### src/hdl/wsfr_pkg.sv
// Shared types, constants and control structs for the weighted-sum frame receiver.
package wsfr_pkg;

	// Frame geometry
	localparam int MAX_LEN = 64;
	localparam int LEN_W   = 7;
	localparam int IDX_W   = (MAX_LEN > 1) ? $clog2(MAX_LEN) : 1;
	localparam int SUM_W   = 16;
	localparam int TICK_W  = 16;
	localparam int BYTE_W  = 8;

	localparam logic [BYTE_W-1:0] FLUSH_MARK = 8'h5B;

	// Input operation codes
	localparam logic OP_BYTE = 1'b0;
	localparam logic OP_TICK = 1'b1;

	// Result kinds
	localparam logic KIND_PAYLOAD = 1'b0;
	localparam logic KIND_ERROR   = 1'b1;

	// Configuration registers
	localparam int CFG_IDX_W  = 2;
	localparam int CFG_DATA_W = 16;
	localparam logic [CFG_IDX_W-1:0] REG_BUFFER_LIMIT    = 2'd0;
	localparam logic [CFG_IDX_W-1:0] REG_SHORT_TIMEOUT   = 2'd1;
	localparam logic [CFG_IDX_W-1:0] REG_PAYLOAD_TIMEOUT = 2'd2;

	localparam logic [LEN_W-1:0]  BUFFER_LIMIT_RST    = 7'd64;
	localparam logic [TICK_W-1:0] SHORT_TIMEOUT_RST   = 16'd50;
	localparam logic [TICK_W-1:0] PAYLOAD_TIMEOUT_RST = 16'd100;

	typedef struct packed {
		logic              operation;
		logic [BYTE_W-1:0] rx_byte;
	} in_item_t;

	typedef struct packed {
		logic              kind;
		logic [BYTE_W-1:0] data;
		logic              last;
	} out_item_t;

	// Datapath -> controller
	typedef struct packed {
		logic is_tick;
		logic out_free;
		logic len_flush;
		logic len_bad;
		logic len_zero;
		logic pay_done;
		logic hi_ok;
		logic lo_ok;
		logic pay_timeout;
		logic short_timeout;
		logic emit_last;
		logic emit_none;
	} dp_status_t;

	// Controller -> datapath
	typedef struct packed {
		logic start_frame;
		logic pay_write;
		logic idle_clr;
		logic idle_inc;
		logic err_load;
		logic emit_clr;
		logic emit_load;
		logic emit_next;
	} dp_cmd_t;

endpackage

### src/hdl/weighted_sum_frame_receiver_core.sv
// Top level of the weighted-sum frame receiver: controller plus datapath.
// Timing: an error result is valid the cycle after its input transfer; a good frame's
//   payload bytes pass from the store through ST_RD and ST_LD into the result register.
// Throughput: one input transfer per cycle outside readout, while the result register
//   is free; readout of a frame holds the input off until its last byte is loaded.
// Reset: clears state, counters and result valid; registers load 64/50/100; store kept.
module weighted_sum_frame_receiver_core (
	input  logic                            clk,
	input  logic                            arst_n,
	input  logic                            cfg_wr_en,
	input  logic [wsfr_pkg::CFG_IDX_W-1:0]  cfg_index,
	input  logic [wsfr_pkg::CFG_DATA_W-1:0] cfg_wdata,
	input  logic                            in_valid,
	output logic                            in_ready,
	input  wsfr_pkg::in_item_t              in_data,
	output logic                            out_valid,
	input  logic                            out_ready,
	output wsfr_pkg::out_item_t             out_data
);

	wsfr_pkg::dp_status_t sts;
	wsfr_pkg::dp_cmd_t    cmd;

	// Phase tracking and readout sequencing; input is held off while a
	// result sits unaccepted or the store is being walked.
	wsfr_ctrl u_ctrl (
		.clk      (clk),
		.arst_n   (arst_n),
		.in_valid (in_valid),
		.in_ready (in_ready),
		.sts      (sts),
		.cmd      (cmd)
	);

	// Checksum multiply-accumulate, tick counter with saturation, 64-entry
	// payload store and the output register.
	wsfr_datapath u_dp (
		.clk       (clk),
		.arst_n    (arst_n),
		.cfg_wr_en (cfg_wr_en),
		.cfg_index (cfg_index),
		.cfg_wdata (cfg_wdata),
		.in_data   (in_data),
		.out_ready (out_ready),
		.out_valid (out_valid),
		.out_data  (out_data),
		.cmd       (cmd),
		.sts       (sts)
	);

endmodule

### src/hdl/wsfr_ram.sv
// Generic single-write, single-read RAM with registered read data.
module wsfr_ram #(
	parameter int WIDTH = 8,
	parameter int DEPTH = 64
) (
	input  logic                                   clk,
	input  logic                                   we,
	input  logic [((DEPTH > 1) ? $clog2(DEPTH) : 1)-1:0] waddr,
	input  logic [WIDTH-1:0]                       wdata,
	input  logic [((DEPTH > 1) ? $clog2(DEPTH) : 1)-1:0] raddr,
	output logic [WIDTH-1:0]                       rdata
);

	logic [WIDTH-1:0] mem_q [DEPTH];
	logic [WIDTH-1:0] rdata_q;

	always_ff @(posedge clk) begin
		if (we) begin
			mem_q[waddr] <= wdata;
		end
		rdata_q <= mem_q[raddr];
	end

	assign rdata = rdata_q;

endmodule

### src/hdl/wsfr_datapath.sv
// Datapath: config registers, frame counters, checksum, tick counter, store, result register.
module wsfr_datapath (
	input  logic                                 clk,
	input  logic                                 arst_n,
	input  logic                                 cfg_wr_en,
	input  logic [wsfr_pkg::CFG_IDX_W-1:0]       cfg_index,
	input  logic [wsfr_pkg::CFG_DATA_W-1:0]      cfg_wdata,
	input  wsfr_pkg::in_item_t                   in_data,
	input  logic                                 out_ready,
	output logic                                 out_valid,
	output wsfr_pkg::out_item_t                  out_data,
	input  wsfr_pkg::dp_cmd_t                    cmd,
	output wsfr_pkg::dp_status_t                 sts
);

	logic [wsfr_pkg::LEN_W-1:0]  buf_limit_q;
	logic [wsfr_pkg::TICK_W-1:0] short_to_q;
	logic [wsfr_pkg::TICK_W-1:0] pay_to_q;

	logic [wsfr_pkg::LEN_W-1:0]  frame_len_q;
	logic [wsfr_pkg::LEN_W-1:0]  byte_cnt_q;
	logic [wsfr_pkg::SUM_W-1:0]  sum_q;
	logic [wsfr_pkg::TICK_W-1:0] idle_q;
	logic [wsfr_pkg::IDX_W-1:0]  emit_idx_q;

	logic                        out_valid_q;
	wsfr_pkg::out_item_t         out_q;

	logic [wsfr_pkg::LEN_W-1:0]  weight;
	logic [14:0]                 prod;
	logic [wsfr_pkg::SUM_W-1:0]  sum_next;
	logic [wsfr_pkg::TICK_W-1:0] idle_next;
	logic [wsfr_pkg::BYTE_W-1:0] ram_rdata;
	logic [wsfr_pkg::BYTE_W-1:0] rx;

	assign rx = in_data.rx_byte;

	// position weight: byte_cnt counts from 0, length byte holds position 1
	assign weight    = byte_cnt_q + wsfr_pkg::LEN_W'(2);
	assign prod      = 15'(rx) * 15'(weight);
	assign sum_next  = sum_q + wsfr_pkg::SUM_W'(prod);
	assign idle_next = (idle_q == '1) ? idle_q : idle_q + wsfr_pkg::TICK_W'(1);

	always_comb begin
		sts.is_tick       = (in_data.operation == wsfr_pkg::OP_TICK);
		sts.out_free      = !out_valid_q || out_ready;
		sts.len_flush     = (rx == wsfr_pkg::FLUSH_MARK);
		sts.len_bad       = (rx > wsfr_pkg::BYTE_W'(wsfr_pkg::MAX_LEN))
			|| (rx > wsfr_pkg::BYTE_W'(buf_limit_q));
		sts.len_zero      = (rx == '0);
		sts.pay_done      = ((byte_cnt_q + wsfr_pkg::LEN_W'(1)) >= frame_len_q);
		sts.hi_ok         = (sum_q[15:8] == rx);
		sts.lo_ok         = (sum_q[7:0] == rx);
		sts.pay_timeout   = (idle_next >= pay_to_q);
		sts.short_timeout = (idle_next >= short_to_q);
		sts.emit_last     = ((wsfr_pkg::LEN_W'(emit_idx_q) + wsfr_pkg::LEN_W'(1)) == frame_len_q);
		sts.emit_none     = (frame_len_q == '0);
	end

	// config registers
	always_ff @(posedge clk or negedge arst_n) begin
		if (!arst_n) begin
			buf_limit_q <= wsfr_pkg::BUFFER_LIMIT_RST;
			short_to_q  <= wsfr_pkg::SHORT_TIMEOUT_RST;
			pay_to_q    <= wsfr_pkg::PAYLOAD_TIMEOUT_RST;
		end else if (cfg_wr_en) begin
			case (cfg_index)
				wsfr_pkg::REG_BUFFER_LIMIT:    buf_limit_q <= cfg_wdata[wsfr_pkg::LEN_W-1:0];
				wsfr_pkg::REG_SHORT_TIMEOUT:   short_to_q  <= cfg_wdata[wsfr_pkg::TICK_W-1:0];
				wsfr_pkg::REG_PAYLOAD_TIMEOUT: pay_to_q    <= cfg_wdata[wsfr_pkg::TICK_W-1:0];
				default: ;
			endcase
		end
	end

	// frame state
	always_ff @(posedge clk or negedge arst_n) begin
		if (!arst_n) begin
			frame_len_q <= '0;
			byte_cnt_q  <= '0;
			sum_q       <= '0;
			idle_q      <= '0;
			emit_idx_q  <= '0;
		end else begin
			if (cmd.start_frame) begin
				frame_len_q <= rx[wsfr_pkg::LEN_W-1:0];
				byte_cnt_q  <= '0;
				sum_q       <= wsfr_pkg::SUM_W'(rx);
			end else if (cmd.pay_write) begin
				byte_cnt_q  <= byte_cnt_q + wsfr_pkg::LEN_W'(1);
				sum_q       <= sum_next;
			end
			if (cmd.idle_clr) begin
				idle_q <= '0;
			end else if (cmd.idle_inc) begin
				idle_q <= idle_next;
			end
			if (cmd.emit_clr) begin
				emit_idx_q <= '0;
			end else if (cmd.emit_next) begin
				emit_idx_q <= emit_idx_q + wsfr_pkg::IDX_W'(1);
			end
		end
	end

	wsfr_ram #(
		.WIDTH (wsfr_pkg::BYTE_W),
		.DEPTH (wsfr_pkg::MAX_LEN)
	) u_store (
		.clk   (clk),
		.we    (cmd.pay_write),
		.waddr (byte_cnt_q[wsfr_pkg::IDX_W-1:0]),
		.wdata (rx),
		.raddr (emit_idx_q),
		.rdata (ram_rdata)
	);

	// result register
	always_ff @(posedge clk or negedge arst_n) begin
		if (!arst_n) begin
			out_valid_q <= 1'b0;
		end else if (cmd.err_load || cmd.emit_load) begin
			out_valid_q <= 1'b1;
		end else if (out_ready) begin
			out_valid_q <= 1'b0;
		end
	end

	always_ff @(posedge clk) begin
		if (cmd.err_load) begin
			out_q.kind <= wsfr_pkg::KIND_ERROR;
			out_q.data <= '0;
			out_q.last <= 1'b1;
		end else if (cmd.emit_load) begin
			out_q.kind <= wsfr_pkg::KIND_PAYLOAD;
			out_q.data <= ram_rdata;
			out_q.last <= sts.emit_last;
		end
	end

	assign out_valid = out_valid_q;
	assign out_data  = out_q;

endmodule

### src/hdl/wsfr_ctrl.sv
// Controller: frame phase state machine and payload readout sequencer.
module wsfr_ctrl (
	input  logic                 clk,
	input  logic                 arst_n,
	input  logic                 in_valid,
	output logic                 in_ready,
	input  wsfr_pkg::dp_status_t sts,
	output wsfr_pkg::dp_cmd_t    cmd
);

	typedef enum logic [2:0] {
		ST_LEN,
		ST_PAY,
		ST_SHI,
		ST_SLO,
		ST_FLUSH,
		ST_RD,
		ST_LD
	} ctl_state_t;

	ctl_state_t state_q;
	ctl_state_t state_d;
	logic       accept;
	logic       timeout;

	assign in_ready = sts.out_free && (state_q inside {ST_LEN, ST_PAY, ST_SHI, ST_SLO, ST_FLUSH});
	assign accept   = in_valid && in_ready;
	assign timeout  = (state_q == ST_PAY) ? sts.pay_timeout : sts.short_timeout;

	always_comb begin
		state_d = state_q;
		cmd     = '0;
		case (state_q)
			ST_RD: begin
				state_d = ST_LD;
			end
			ST_LD: begin
				if (sts.out_free) begin
					cmd.emit_load = 1'b1;
					if (sts.emit_last) begin
						state_d = ST_FLUSH;
					end else begin
						cmd.emit_next = 1'b1;
						state_d       = ST_RD;
					end
				end
			end
			default: begin
				if (accept && sts.is_tick) begin
					if (state_q == ST_LEN) begin
						cmd.idle_clr = 1'b1;
					end else begin
						cmd.idle_inc = 1'b1;
						if (timeout) begin
							cmd.idle_clr = 1'b1;
							state_d      = ST_LEN;
							if (state_q != ST_FLUSH) begin
								cmd.err_load = 1'b1;
							end
						end
					end
				end else if (accept) begin
					cmd.idle_clr = 1'b1;
					case (state_q)
						ST_LEN: begin
							if (sts.len_flush) begin
								state_d = ST_FLUSH;
							end else if (sts.len_bad) begin
								cmd.err_load = 1'b1;
							end else begin
								cmd.start_frame = 1'b1;
								state_d = sts.len_zero ? ST_SHI : ST_PAY;
							end
						end
						ST_PAY: begin
							cmd.pay_write = 1'b1;
							if (sts.pay_done) begin
								state_d = ST_SHI;
							end
						end
						ST_SHI: begin
							if (sts.hi_ok) begin
								state_d = ST_SLO;
							end else begin
								cmd.err_load = 1'b1;
								state_d      = ST_LEN;
							end
						end
						ST_SLO: begin
							if (!sts.lo_ok) begin
								cmd.err_load = 1'b1;
								state_d      = ST_LEN;
							end else if (sts.emit_none) begin
								state_d = ST_FLUSH;
							end else begin
								cmd.emit_clr = 1'b1;
								state_d      = ST_RD;
							end
						end
						default: ;
					endcase
				end
			end
		endcase
	end

	always_ff @(posedge clk or negedge arst_n) begin
		if (!arst_n) begin
			state_q <= ST_LEN;
		end else begin
			state_q <= state_d;
		end
	end

endmodule

### config.mk
export PLATFORM = sky130hd
export DESIGN_NAME = weighted_sum_frame_receiver_core
export DESIGN_NICKNAME = d
export VERILOG_FILES = /design/src/hdl/wsfr_pkg.sv /design/src/hdl/weighted_sum_frame_receiver_core.sv /design/src/hdl/wsfr_ram.sv /design/src/hdl/wsfr_datapath.sv /design/src/hdl/wsfr_ctrl.sv
export SDC_FILE = /design/constraint.sdc
export NUM_CORES = 1
export LEC_CHECK = 0
export BUFFER_PORTS_ARGS = -buffer_cell sky130_fd_sc_hd__buf_2
export CAP_MARGIN = 20
export CELL_PAD_IN_SITES_DETAIL_PLACEMENT = 1
export CELL_PAD_IN_SITES_GLOBAL_PLACEMENT = 1
export CORE_ASPECT_RATIO = 1.4
export CORE_UTILIZATION = 40
export CTS_BUF_LIST = sky130_fd_sc_hd__clkbuf_2 sky130_fd_sc_hd__clkbuf_4 sky130_fd_sc_hd__clkbuf_8
export CTS_CLUSTER_DIAMETER = 100
export DETAILED_ROUTE_END_ITERATION = 7
export PLACE_DENSITY = 0.72
export SYNTH_ARGS = -nofsm -noshare
export SYNTH_HDL_FRONTEND = slang
export SYNTH_SLANG_ARGS = --single-unit
### constraint.sdc
create_clock -name clk -period 11.04 [get_ports clk]
set_clock_uncertainty 0.2 [all_clocks]
set_input_delay 1.656 -clock clk [delete_from_list [all_inputs] [get_ports clk]]
set_output_delay 1.656 -clock clk [all_outputs]
set_load 0.02 [all_outputs]
-- Word level (Yosys, flattened, before mapping)
Memories as Yosys holds them, arrays and structs flattened. A register that Yosys moved wholly into a read port is not among the register bits.
Index checks and enable logic that the tools add are counted.
- memories kept: 1
- bits in read-only memories: 0
- bits in latches: 0
- memory bits (writable): 512
- word-level logic and storage cells: 125
- output and inout port bits: 12
- bits of input ports: 32
- bits in registers: 105
- memories (name ; words ; width ; read ports ; clocked after Yosys merged registers in ; write ports ; RTL line ; source):
    u_dp.u_store.mem_q ; 64 ; 8 ; 1 ; 1 ; 1 ; wsfr_ram.sv:14 ; logic [WIDTH-1:0] mem_q [DEPTH];
- bitwise logic cells: 0
- reduce and logical (&&, ||, !) cells: 23
- add/sub/neg operators: 6
- multiply operators: 1
- divide/modulo/power cells: 0
- shifts and indexed selects: 0
- muxes and demuxes: 57
- eq/ne operators: 19
- order comparisons: 5
- operator list (kind ; number):
    2-to-1 mux 16 bit ; 5
    greater-or-equal comparator 16 bit ; 2
    2-to-1 mux 3 bit ; 10
    2-to-1 mux 1 bit ; 27
    2-to-1 mux 6 bit ; 3
    adder 16 x 1 -> 16 bit (second input constant) ; 1
    adder 16 x 15 -> 16 bit ; 1
    equality test 16 bit (second input constant) ; 1
    equality test 8 bit ; 2
    multiplier 8 x 7 -> 15 bit ; 1
    2-to-1 mux 2 bit ; 7
    2-to-1 mux 7 bit ; 2
    case mux 3 bit (4 select lines) ; 1
    != test 5 bit (second input constant) ; 2
    equality test 3 bit (second input constant) ; 3
    equality test 8 x 7 -> 1 bit (second input constant) ; 1
    greater-than comparator 8 x 7 -> 1 bit ; 1
    greater-than comparator 8 x 7 -> 1 bit (second input constant) ; 1
    zero test 8 bit ; 1
    nonzero test 2 bit ; 4
    adder 6 x 1 -> 7 bit (second input constant) ; 1
    adder 7 x 1 -> 7 bit (second input constant) ; 1
    adder 7 x 2 -> 7 bit (second input constant) ; 1
    equality test 7 bit ; 1
    other kinds (24) ; 31

-- Depth between registers and ports, before layout
Gate-level depths: netlist of run 1.
- depth in word-level cells: 10
- mapped depth: 21
- gate-level depth less buffers: 20

-- Hierarchy
Synthesis of run 1 repeated with hierarchy kept, for this count alone.
- cell total of the unflattened synthesis: 1919
- area total of the unflattened synthesis: 29039.1 um^2
- modules (own cells, without submodules) (module ; area each (um^2) ; instances ; cells each):
    wsfr_ram ; 20094.3 ; 1 ; 931
    wsfr_datapath ; 8444.3 ; 1 ; 920
    wsfr_ctrl ; 500.5 ; 1 ; 68

-- Worst setup path before layout of run 1
No wires, ideal clock.
- path kind: input to register
- start: input port in_data[6] (netlist name)
- end: register u_dp.sum_q[15] (netlist name)
- required time: 10771 ps
- setup time: 69 ps
- path slack: 4541 ps
- arrival: 6231 ps
- path buffers: 2
- cell stages on the path: 18
- path through: clkbuf_1 clkbuf_1 nand2_1 fa_1 inv_1 fa_1 inv_1 fa_1 inv_1 fa_1 ha_1 a2111oi_1 nand2b_1 a221o_1 o41ai_2 xnor2_1 or3_1 nand3_1
- word-level cells in the longest chain between the ends: 9
- elaborated cells on any way between the ends: 15
- those cells by class: 1 x add/sub; 1 x mul; 2 x order compare; 1 x eq/ne; 8 x mux; 2 x reduce/logical
- RTL lines (what ; RTL line ; source):
    start: declaration ; weighted_sum_frame_receiver_core.sv:15 ; input wsfr_pkg::in_item_t in_data,
    branches (longest 9 deep; another with adder 16 x 15 -> 16 bit) ; - ;
    end signal: assignment ; wsfr_datapath.sv:88 ; sum_q <= wsfr_pkg::SUM_W'(rx);
    end signal: assignment ; wsfr_datapath.sv:91 ; sum_q <= sum_next;
    end: declaration ; wsfr_datapath.sv:22 ; logic [wsfr_pkg::SUM_W-1:0] sum_q;
Several ways; the timed one is not identified. The select of a mux whose other input is x is not followed.
A chain may end at the register's enable or synchronous reset.

-- Worst setup path in the final report of run 1
- start: register u_dp.byte_cnt_q[3] (netlist name)
- end: register u_dp.sum_q[15] (netlist name)
- word-level cells in the longest chain between the ends: 5
- RTL lines (what ; RTL line ; source):
    start: declaration ; wsfr_datapath.sv:21 ; logic [wsfr_pkg::LEN_W-1:0] byte_cnt_q;
    start signal: assignment ; wsfr_datapath.sv:90 ; byte_cnt_q <= byte_cnt_q + wsfr_pkg::LEN_W'(1);
    adder 7 x 2 -> 7 bit ; wsfr_datapath.sv:39 ; assign weight = byte_cnt_q + wsfr_pkg::LEN_W'(2);
    multiplier 8 x 7 -> 15 bit ; wsfr_datapath.sv:40 ; assign prod = 15'(rx) * 15'(weight);
    adder 16 x 15 -> 16 bit ; wsfr_datapath.sv:41 ; assign sum_next = sum_q + wsfr_pkg::SUM_W'(prod);
    2-to-1 mux 16 bit ; wsfr_datapath.sv:89 ; end else if (cmd.pay_write) begin
    2-to-1 mux 16 bit ; wsfr_datapath.sv:85 ; if (cmd.start_frame) begin
No other way between the ends. The select of a mux whose other input is x is not followed.

==> results of run 1 <==
==> Yosys cell counts, types with 7 or more instances <==
cell and instances:
a31oi_1 10, o22ai_1 9, mux2i_1 10, mux2_2 36, nor3_1 19, dfrtp_1 88
xnor2_1 35, fa_1 42, buf_6 10, ha_1 90, buf_1 10, dfxtp_1 18
or3_1 8, clkbuf_1 50, nor2_1 117, nand2_1 119, buf_2 9, a21o_1 9
nand3_1 36, and3_1 7, xor2_1 31, dfstp_2 7, a21oi_1 25, o21ai_0 23
nand4_1 8, o21ai_1 13, inv_1 120, and2_1 32, edfxtp_1 512, mux4_2 168
==> registers in the layout, summed over array words and instances, names as in the netlist <==
name / flops
u_dp.short_to_q: 16
u_dp.out_valid: 1
u_dp.u_store.mem_q: 512
u_dp.emit_idx_q: 6
u_dp.pay_to_q: 16
u_dp.frame_len_q: 7
u_dp.sum_q: 16
u_dp.idle_q: 16
u_dp.out_data: 10
u_dp.buf_limit_q: 7
u_ctrl.state_q: 3
u_dp.u_store.rdata: 8
u_dp.byte_cnt_q: 7
==> through the flow <==
step                      setup WS (ns)  power [W]  utilization  hold WS [ns]  instance area (µm²)
final                             4.426   0.006983       0.4500        0.2479                31660
after floorplan                   4.541   0.004461            -        0.2407                28490
after global routing              4.043   0.007364       0.4499        0.2861                31660
after CTS                         4.376   0.007086       0.4498        0.2479                31650
after detailed placement          3.949   0.005072       0.4219        0.2413                29680
after global placement            4.039   0.005011       0.4217        0.2283                29670
==> cell usage in the layout, fill, tap and decap left out, types with 42 or more instances in the layout <==
master / count
dfrtp_1: 85
fa_1: 42
nor2_1: 117
ha_1: 90
clkbuf_8: 97
edfxtp_1: 512
inv_1: 120
nand2_1: 119
buf_2: 42
mux4_2: 168
==> worst max-delay path by stage <==
stage | slack (ns) | endpoint | cells past startpoint
2_1_floorplan | 4.54 | u_dp.sum_q[15]$_DFFE_PN0P_ | 18
3_3_place_gp | 4.04 | u_dp.sum_q[15]$_DFFE_PN0P_ | 18
3_5_place_dp | 3.95 | u_dp.sum_q[15]$_DFFE_PN0P_ | 18
4_1_cts | 4.38 | u_dp.sum_q[15]$_DFFE_PN0P_ | 18
5_1_grt | 4.04 | u_dp.sum_q[15]$_DFFE_PN0P_ | 18
6_report | 4.43 | u_dp.sum_q[15]$_DFFE_PN0P_ | 18
==> area by class of cell <==
cell class | instances | area share
timing repair buffer | 64 | 0.01237
clock buffer | 120 | 0.04762
tap | 936 | 0.03699
sequential | 625 | 0.5727
antenna | 2 | 0.0001581
clock inverter | 54 | 0.01439
multi-input combinational | 932 | 0.3015
inverter | 121 | 0.01435
==> metal layers <==
metal	routed length [µm]	track usage	share of wire	vias up
met1	24810	0.2148	0.37	8001
met4	2551	0.08367	0.038	8
li1	-	-	-	6841
met3	2804	0.03687	0.042	150
met5	51	0	0.00076	-
met2	36680	0.3511	0.55	353
==> worst max-delay path, stage by stage (launching register included) <==
cell and delay [ns]:
dfrtp_1 0.67, nand3_1 0.46, nor3_1 0.30, xor2_1 0.63, and2_1 0.26, fa_1 0.45
fa_1 0.49, inv_1 0.05, fa_1 0.48, inv_1 0.05, fa_1 0.44, ha_1 0.35
a2111oi_1 0.49, nand2b_1 0.14, a221o_1 0.34, o41ai_2 0.23, xnor2_1 0.12, or3_1 0.31
nand3_1 0.09
==> logic make-up (layout without fill, tap and decap cells) <==
family                     count (synthesis)  in the layout  synth area share
AOI/OAI and AO/OA                        131            131           0.02986
xor gates and xnor gates                  66             66           0.02029
adders and majority gates                132            132           0.06904
buffers and inverters                    200            359           0.02938
DFF                                      625            625            0.6361
muxes                                    216            216            0.1515
other                                      0              2                 0
and+or+nand+nor                          387            387           0.06390
==> power breakdown <==
group | total, W | internal, W | switching, W
combinational | 0.00216 | 0.00102 | 0.00114
sequential | 0.00284 | 0.00267 | 0.000162
clock | 0.00199 | 0.00109 | 0.000900
total | 0.00698 | 0.00478 | 0.00221
==> run_results.csv, run 1 <==
group,metric,value,unit
cts,cts_setup_buffers,0,
floorplan,io-pin-count,44,
detailed_routing,routed_via_density,5.379,
global_routing,antenna_found_initial,8,
status,status,"finished clean",
global_routing,grt_pass1_vias,17350,
cts,path_clk_slew,0.07,ns
floorplan,die_area,72310,µm²
placement,hpwl,45.95,mm
timing,tns,0,ns
yosys,ys_seq_elements,625,
cts,postCtsResizedCells,0,
timing,hold_viol,0,
yosys,yosys.area.top_type_share,0.5397,
cells_and_area,fillers,6844,
placement,gp_congestion,0.7820,
min_path,min_path_type,"reg2reg",
placement,place_inst,2677,
setup_path,reg2reg_slack,4.43,ns
setup_path,arrival,7.02,ns
cells_and_area,area_delta_synth_final,11.12,%
cells_and_area,seq_area,18130,µm²
detailed_routing,ant_nets,0,
global_routing,grt_max_degree,110,
setup_path,crit_start,"u_dp.byte_cnt_q[3]$_DFFE_PN0P_",
yosys,yosysTopAreaCell,"edfxtp_1",
yosys,syn-instance-count,1757,
detailed_routing,first_iter_violations,895,
floorplan,core,70360,µm²
pwr,peakVddDrop,0.2207,mV
setup_path,timing.setup.critical_path_class,"reg2reg",
cts,clock_path_buffers,3,
pwr,p_per_area,220.6,nW/µm²
min_path,whs_path_depth,2,
yosys,ys_async_sr_fraction,0.1520,
timing,max_freq,151.2,MHz
setup_path,ff2ff_path_depth,18,
yosys,syn_nets,1921,
cts,cts.sinks,625,
timing,finalCritPeriodShare,0.5991,
timing,min_period,6.614,ns
detailed_routing,wl_per_cell,23.44,µm
setup_path,cp-start-kind,"flip-flop",
cts,insertion_delay,0.68,ns
cells_and_area,multiInputGateArea,9544,µm²
timing,maxSlewViolCount,0,
cts,cts_root_buf,"clkbuf_8",
cts,cts_hold_buffers,0,
yosys,netlist_area,28490,µm²
setup_path,worstReg2RegEnd,"u_dp.sum_q[15]$_DFFE_PN0P_",
yosys,yosys-top-cells-area,"edfxtp_1 54%, mux4_2 13%, dfrtp_1 7.7%",
min_path,min_from,"u_dp.u_store.rdata[5]$_DFF_P_",
floorplan,die_h,317.8,µm
min_path,hold_end,"u_dp.out_data[6]$_SDFFE_PP0P_",
detailed_routing,drc,0,
yosys,yosysWarnings,0,
yosys,syn_avg_cell_area,16.22,µm²
yosys,synth-edff-count,512,
detailed_routing,vias,15350,
setup_path,cp.required,11.45,ns
floorplan,rows,115,
timing,setup_violations,0,
cells_and_area,layout-drive-gt1-share,0.2260,
global_routing,grtUsageTotal,0.1925,
yosys,yosysSeqAreaShare,0.6361,
cts,htreeDepth,3,
cts,cts-buffers-inserted,95,
global_routing,grt_pass1_wl,103.2,mm
timing,slew_headroom,0.3346,
cells_and_area,nNetsFinal,2003,
setup_path,crit_fanout,16,
timing,tightest_slew,0.9945,ns
floorplan,die_width,227.6,µm
cells_and_area,fin_cells,2854,
yosys,synth_flop_cell,"edfxtp_1",
setup_path,crit_path_end_kind,"flip-flop",
flow_run,drv_cap,0,
global_routing,grt-ovfl-total,0,
cts,cts_tree,"yes",
setup_path,regToRegStartpoint,"u_dp.byte_cnt_q[3]$_DFFE_PN0P_",
detailed_routing,wirelength,66.90,mm
detailed_routing,dr.pass1.iters,5,
timing,rsz0062_at_grt,"no",
pwr,p_leak,11.20,nW
floorplan,start_util,0.4049,
placement,io_buffers,43,
yosys,synth.distinct_cells,69,
Power figures use the tool's default switching activity.
==> run 2: changes to the inputs <==
--- a/config.mk
+++ b/config.mk
@@ -5,6 +5,7 @@
 export SDC_FILE = /design/constraint.sdc
 export NUM_CORES = 1
 export LEC_CHECK = 0
+export ABC_AREA = 1
 export BUFFER_PORTS_ARGS = -buffer_cell sky130_fd_sc_hd__buf_2
 export CAP_MARGIN = 20
 export CELL_PAD_IN_SITES_DETAIL_PLACEMENT = 1
@@ -14,7 +15,7 @@
 export CTS_BUF_LIST = sky130_fd_sc_hd__clkbuf_2 sky130_fd_sc_hd__clkbuf_4 sky130_fd_sc_hd__clkbuf_8
 export CTS_CLUSTER_DIAMETER = 100
 export DETAILED_ROUTE_END_ITERATION = 7
-export PLACE_DENSITY = 0.72
+export PLACE_DENSITY = 0.75
 export SYNTH_ARGS = -nofsm -noshare
 export SYNTH_HDL_FRONTEND = slang
 export SYNTH_SLANG_ARGS = --single-unit
==> constraint.sdc (replaced) <==
create_clock -name clk -period 6.1 [get_ports clk]
set_clock_uncertainty 0.2 [all_clocks]
set_input_delay 0.915 -clock clk [delete_from_list [all_inputs] [get_ports clk]]
set_output_delay 0.915 -clock clk [all_outputs]
set_load 0.02 [all_outputs]
==> run 2 against run 1 <==
Compared with the run above: sequential cell count unchanged; clock-buffer cell count increased by 13; register-to-register slack worse by 3.9 ns; synthesized cell count increased by 57%; design area grew 2.6%; synthesized area up 3.9%.
==> run_results.csv, run 2 <==
group,metric,value,unit
status,status,"finished clean",
min_path,min_path_type,"in2async",
cells_and_area,final_cell_area,32490,µm²
detailed_routing,dr.pass1.iters,5,
cts,cts-buffers-inserted,92,
cells_and_area,largest_reg_flops,512,
setup_path,timing.setup.critical_path_class,"reg2reg",
yosys,synthTopCellsByCount,"512 x edfxtp_1, 450 x nor2_1, 319 x o21ai_0, 304 x nand2_1, 227 x inv_1",
cts,cts.sinks,625,
flow_run,drv_cap,0,
yosys,syn-instance-count,2757,
timing,setup_violations,0,
timing,min_period,5.607,ns
yosys,netlist_area,29600,µm²
detailed_routing,ant_nets,0,
setup_path,crit_fanout,9,
timing,max_freq,178.4,MHz
placement,io_buffers,43,
global_routing,grtUsageTotal,0.2265,
timing,rsz0062_at_grt,"no",
placement,postPlaceCellArea,30640,µm²
floorplan,start_util,0.4060,
floorplan,die_h,323.9,µm
yosys,yosysTopAreaCell,"edfxtp_1",
timing,finalCritPeriodShare,0.9191,
floorplan,die_width,231.9,µm
floorplan,rows,117,
yosys,synth.most_common_cell,"edfxtp_1",
global_routing,grt_pass1_wl,129.8,mm
timing,tns,0,ns
cts,postCtsResizedCells,0,
floorplan,core,72900,µm²
cells_and_area,final_common_cell,"edfxtp_1",
yosys,yosysSeqAreaShare,0.6122,
detailed_routing,first_iter_violations,1332,
detailed_routing,drc,0,
global_routing,antenna_found_initial,5,
timing,worst_slack,0.4934,ns
cells_and_area,fin_util,0.4456,
cells_and_area,area_delta_synth_final,9.756,%
pwr,peakVddDrop,0.3503,mV
yosys,synth.distinct_cells,51,
detailed_routing,wirelength,84.02,mm
yosys,synth-edff-count,512,
cells_and_area,fillers,8040,
timing,maxSlewViolCount,0,
cts,cts_setup_buffers,0,
yosys,syn_avg_cell_area,10.74,µm²
setup_path,ff2ff_path_depth,20,
cells_and_area,final_cell_mix,"512 x edfxtp_1, 450 x nor2_1, 319 x o21ai_0",
setup_path,regToRegStartpoint,"u_dp.byte_cnt_q[1]$_DFFE_PN0P_",
yosys,ys_async_sr_fraction,0.1520,
yosys,yosys-top-cells-area,"edfxtp_1 52%, dfrtp_1 7.4%, nor2_1 5.7%",
placement,dp_slack,0.5526,ns
cts,cts_hold_buffers,0,
setup_path,crit_path_end_kind,"flip-flop",
cts,htreeDepth,3,
cts,insertion_delay,0.70,ns
yosys,synth_flop_cell,"edfxtp_1",
cells_and_area,layout-drive-gt1-share,0.09621,
detailed_routing,routed_via_density,5.547,
yosys,yosysWarnings,0,
yosys,ys_seq_elements,625,
global_routing,grt_max_degree,136,
timing,fin_hold_ws,0.1253,ns
setup_path,arrival,5.99,ns
global_routing,grt-ovfl-total,0,
timing,slew_headroom,0.3070,
setup_path,crit_start,"u_dp.byte_cnt_q[1]$_DFFE_PN0P_",
global_routing,grt_pass1_vias,22940,
cts,cts_tree,"yes",
pwr,p_leak,12.32,nW
detailed_routing,vias,21100,
setup_path,worstReg2RegEnd,"u_dp.sum_q[9]$_DFFE_PN0P_",
cts,path_clk_slew,0.06,ns
cells_and_area,nNetsFinal,2942,
pwr,p_per_area,362.3,nW/µm²
detailed_routing,wl_per_cell,22.09,µm
placement,hpwl,55.59,mm
timing,hold_viol,0,
floorplan,io-pin-count,44,
setup_path,cp-start-kind,"flip-flop",
cells_and_area,top_register,"u_dp.u_store.mem_q",
setup_path,reg2reg_slack,0.49,ns
cts,clock_path_buffers,3,
yosys,syn_nets,2921,
placement,gp_congestion,0.8900,
yosys,yosys.area.top_type_share,0.5194,
setup_path,cp.required,6.48,ns
floorplan,die_area,75110,µm²
timing,tightest_slew,1.038,ns
cts,cts_root_buf,"clkbuf_8",
[run 2: cell families after synthesis]
logic type	synth area share
fa+ha+maj	0.06645
simple gates	0.1345
xor+xnor	0.01036
mux	0.003382
compound gates	0.1196
flops	0.6122
buf+inv	0.05356
[run 2: worst max path at each step]
stage	depth (start not counted)	slack, ns	end
2_1_floorplan	22	1.16	u_dp.sum_q[9]$_DFFE_PN0P_
3_3_place_gp	23	0.77	u_dp.sum_q[15]$_DFFE_PN0P_
3_5_place_dp	21	0.55	u_dp.sum_q[9]$_DFFE_PN0P_
4_1_cts	21	0.51	u_dp.sum_q[9]$_DFFE_PN0P_
5_1_grt	20	0.09	u_dp.sum_q[9]$_DFFE_PN0P_
6_report	20	0.49	u_dp.sum_q[9]$_DFFE_PN0P_
[run 2: worst max-delay path, cell delays in order, from the launching register on]
cell	delay [ns]
dfrtp_1	0.47
clkinv_1	0.30
nor3_1	0.28
inv_1	0.11
o21ai_0	0.18
nand2_1	0.20
inv_1	0.16
nand2_1	0.08
fa_1	0.48
fa_1	0.50
inv_1	0.05
fa_1	0.50
fa_1	0.42
ha_1	0.35
a21oi_1	0.22
o21ai_0	0.18
a21oi_1	0.25
o21ai_0	0.14
or2_2	0.28
nand3_1	0.07
nand2_1	0.05
[run 2: per-stage QoR]
| stage | total power [W] | cells |
|---|---|---|
| after global placement | 0.008229 | 3634 |
| after detailed placement | 0.008397 | 3636 |
| after global routing | 0.01242 | 3802 |
| after CTS | 0.01184 | 3800 |
| after floorplan | 0.007329 | 2757 |
| final | 0.01177 | 3804 |
[run 2: cell type report]
class	count	area, µm²	share of cell area
Sequential cell	625	18130	0.5580
Tap cell	952	1191	0.03666
Timing Repair Buffer	75	498.0	0.01533
Antenna cell	4	10.01	0.0003081
Clock inverter	31	217.7	0.006701
Multi-Input combinational cell	1739	9893	0.3045
Clock buffer	133	1618	0.04980
Inverter	245	932.1	0.02869
[run 2: power by group]
| group | internal [W] | switching (W) | leakage [nW] |
|---|---|---|---|
| Clock | 0.00183 | 0.00162 | 0.973 |
| Sequential | 0.00480 | 0.000193 | 5.96 |
| Combinational | 0.00114 | 0.00220 | 5.39 |
[run 2: per-layer routing]
metal / vias up / routed length (µm) / track usage
li1: 9674 / - / -
met1: 10650 / 31870 / 0.2562
met2: 578 / 43750 / 0.4060
met3: 197 / 3966 / 0.03217
met4: 2 / 4420 / 0.1306
met5: - / 13 / 0
==> run 3: changes to the inputs <==
--- a/config.mk
+++ b/config.mk
@@ -10,7 +10,6 @@
 export CAP_MARGIN = 20
 export CELL_PAD_IN_SITES_DETAIL_PLACEMENT = 1
 export CELL_PAD_IN_SITES_GLOBAL_PLACEMENT = 1
-export CORE_ASPECT_RATIO = 1.4
 export CORE_UTILIZATION = 40
 export CTS_BUF_LIST = sky130_fd_sc_hd__clkbuf_2 sky130_fd_sc_hd__clkbuf_4 sky130_fd_sc_hd__clkbuf_8
 export CTS_CLUSTER_DIAMETER = 100
==> run 3 against run 2 <==
Compared with the run above: the flow now finishes with violations (design-rule violations); register-to-register slack better by 0.04 ns; sequential share of layout area is 0.32 points lower; design area is 0.58% higher; critical path type unchanged; highest routed layer unchanged.
==> run_results.csv, run 3 (same netlist as run 2, synthesis figures left out) <==
group,metric,value,unit
cells_and_area,top_register,"u_dp.u_store.mem_q",
cts,path_clk_slew,0.07,ns
cells_and_area,largest_reg_flops,512,
timing,finalCritPeriodShare,0.9122,
setup_path,crit_path_end_kind,"flip-flop",
detailed_routing,first_iter_violations,1783,
cells_and_area,layout-drive-gt1-share,0.09990,
detailed_routing,vias,21290,
min_path,hold_end,"u_dp.short_to_q[4]$_DFFE_PN1P_",
setup_path,regToRegStartpoint,"u_dp.byte_cnt_q[1]$_DFFE_PN0P_",
cts,cts_hold_buffers,1,
pwr,peakVddDrop,0.2560,mV
cells_and_area,final_common_cell,"edfxtp_1",
pwr,total_power,0.01199,W
placement,gp_congestion,0.8971,
setup_path,arrival,5.96,ns
cells_and_area,final_cell_area,32680,µm²
min_path,whs_path_depth,3,
detailed_routing,dr.pass1.iters,7,
flow_run,drv_cap,0,
global_routing,grt_pass1_wl,130.8,mm
setup_path,crit_chain,"clkinv_1 > nor3_1 > inv_1 > nand2_1 > inv_1 > or2_1 > inv_2 > nand2_1 > fa_1 > fa_1 > inv_1 > fa_1 > fa_1 > ha_1 > a21oi_1 > o21ai_0 > a21oi_1 > o21ai_0 > or2_2 > nand3_1 > nand2_1",
pwr,p_leak,12.39,nW
min_path,min_path_type,"in2reg",
placement,io_buffers,43,
setup_path,cp.required,6.50,ns
placement,place_inst,3634,
floorplan,die_h,274.0,µm
setup_path,cpMaxStageDelayCell,"fa_1",
setup_path,crit_fanout,9,
cts,insertion_delay,0.72,ns
min_path,min_from,"cfg_wdata[4]",
floorplan,start_util,0.4050,
setup_path,max_stage_delay,0.51,ns
global_routing,antenna_found_initial,9,
floorplan,io-pin-count,44,
setup_path,cp-start-kind,"flip-flop",
global_routing,grtUsageTotal,0.2277,
detailed_routing,routed_via_density,5.565,
global_routing,grt_pass1_vias,22520,
timing,maxSlewViolCount,0,
timing,min_period,5.564,ns
cts,cts_tree,"yes",
status,status,"finished with violations",
setup_path,timing.setup.critical_path_class,"reg2reg",
global_routing,grt-ovfl-total,0,
setup_path,worstReg2RegEnd,"u_dp.sum_q[9]$_DFFE_PN0P_",
pwr,p_per_area,367.0,nW/µm²
placement,hpwl,54.43,mm
floorplan,die_area,75090,µm²
timing,setup_violations,0,
setup_path,cp_common_cell,"fa_1",
status,violations,"design-rule violations",
placement,postPlaceCellArea,30570,µm²
floorplan,core,73080,µm²
detailed_routing,wl_per_cell,22.21,µm
cts,htreeDepth,3,
detailed_routing,drc,12,
cells_and_area,fin_cells,3826,
cts,cts-buffers-inserted,102,
detailed_routing,wirelength,84.99,mm
cts,postCtsResizedCells,0,
timing,tns,0,ns
cts,clock_path_buffers,3,
floorplan,die_width,274.0,µm
placement,dp_slack,0.5807,ns
timing,tightest_slew,1.106,ns
cells_and_area,area_delta_synth_final,10.39,%
global_routing,grt_max_degree,144,
timing,rsz0062_at_grt,"no",
detailed_routing,ant_nets,0,
timing,worst_slack,0.5356,ns
timing,max_freq,179.7,MHz
floorplan,rows,99,
cts,cts.sinks,625,
setup_path,reg2reg_slack,0.54,ns
timing,hold_viol,0,
cts,cts_setup_buffers,0,
cells_and_area,final_cell_mix,"512 x edfxtp_1, 450 x nor2_1, 319 x o21ai_0",
cells_and_area,nNetsFinal,2947,
cts,cts_root_buf,"clkbuf_8",
setup_path,ff2ff_path_depth,21,
timing,slew_headroom,0.2625,
run 3: area by class of cell:
type	instances	area, µm²
Timing Repair Buffer	70	466.7
Clock inverter	46	371.6
Inverter	245	932.1
Sequential cell	625	18130
Clock buffer	138	1674
Antenna cell	4	10.01
Multi-Input combinational cell	1739	9893
Tap cell	959	1200
Fill cell	8008	40410
run 3: critical path, delay by kind of cell, from the launching register on:
family	cells	cell delay, ns
simple gates	7	1.14
flops	1	0.48
compound gates	4	0.74
buf+inv	5	0.62
fa+ha+maj	5	2.29
run 3: worst max path at each step:
stage | start | end | slack (ns) | cells after the start
after floorplan | u_dp.byte_cnt_q[1]$_DFFE_PN0P_ | u_dp.sum_q[9]$_DFFE_PN0P_ | 1.16 | 22
after global placement | u_dp.byte_cnt_q[1]$_DFFE_PN0P_ | u_dp.sum_q[15]$_DFFE_PN0P_ | 0.78 | 23
after detailed placement | u_dp.byte_cnt_q[1]$_DFFE_PN0P_ | u_dp.sum_q[9]$_DFFE_PN0P_ | 0.58 | 21
after CTS | u_dp.byte_cnt_q[1]$_DFFE_PN0P_ | u_dp.sum_q[9]$_DFFE_PN0P_ | 0.56 | 21
after global routing | u_dp.byte_cnt_q[1]$_DFFE_PN0P_ | u_dp.sum_q[12]$_DFFE_PN0P_ | 0.12 | 22
final | u_dp.byte_cnt_q[1]$_DFFE_PN0P_ | u_dp.sum_q[9]$_DFFE_PN0P_ | 0.54 | 21
run 3: where the power goes:
part / switching (W) / leakage, nW / internal [W]
combinational: 0.00216 / 5.36 / 0.00112
sequential: 0.000211 / 5.96 / 0.00480
clock: 0.00174 / 1.07 / 0.00197
run 3: layer usage:
metal  vias up  GRT usage  share of wire
met5         -          0        0.00028
met4         4    0.07003          0.027
met3       160    0.04212          0.063
met2       600     0.3896           0.49
met1     10810     0.2920           0.42
li1       9715          -              -
run 3: per-stage QoR:
| stage | utilization | hold slack (ns) |
|---|---|---|
| floorplan | - | 0.2519 |
| global placement | 0.4183 | 0.2700 |
| detailed placement | 0.4183 | 0.2738 |
| CTS | 0.4464 | 0.2333 |
| global route | 0.4470 | 0.2576 |
| finish | 0.4471 | 0.2884 |
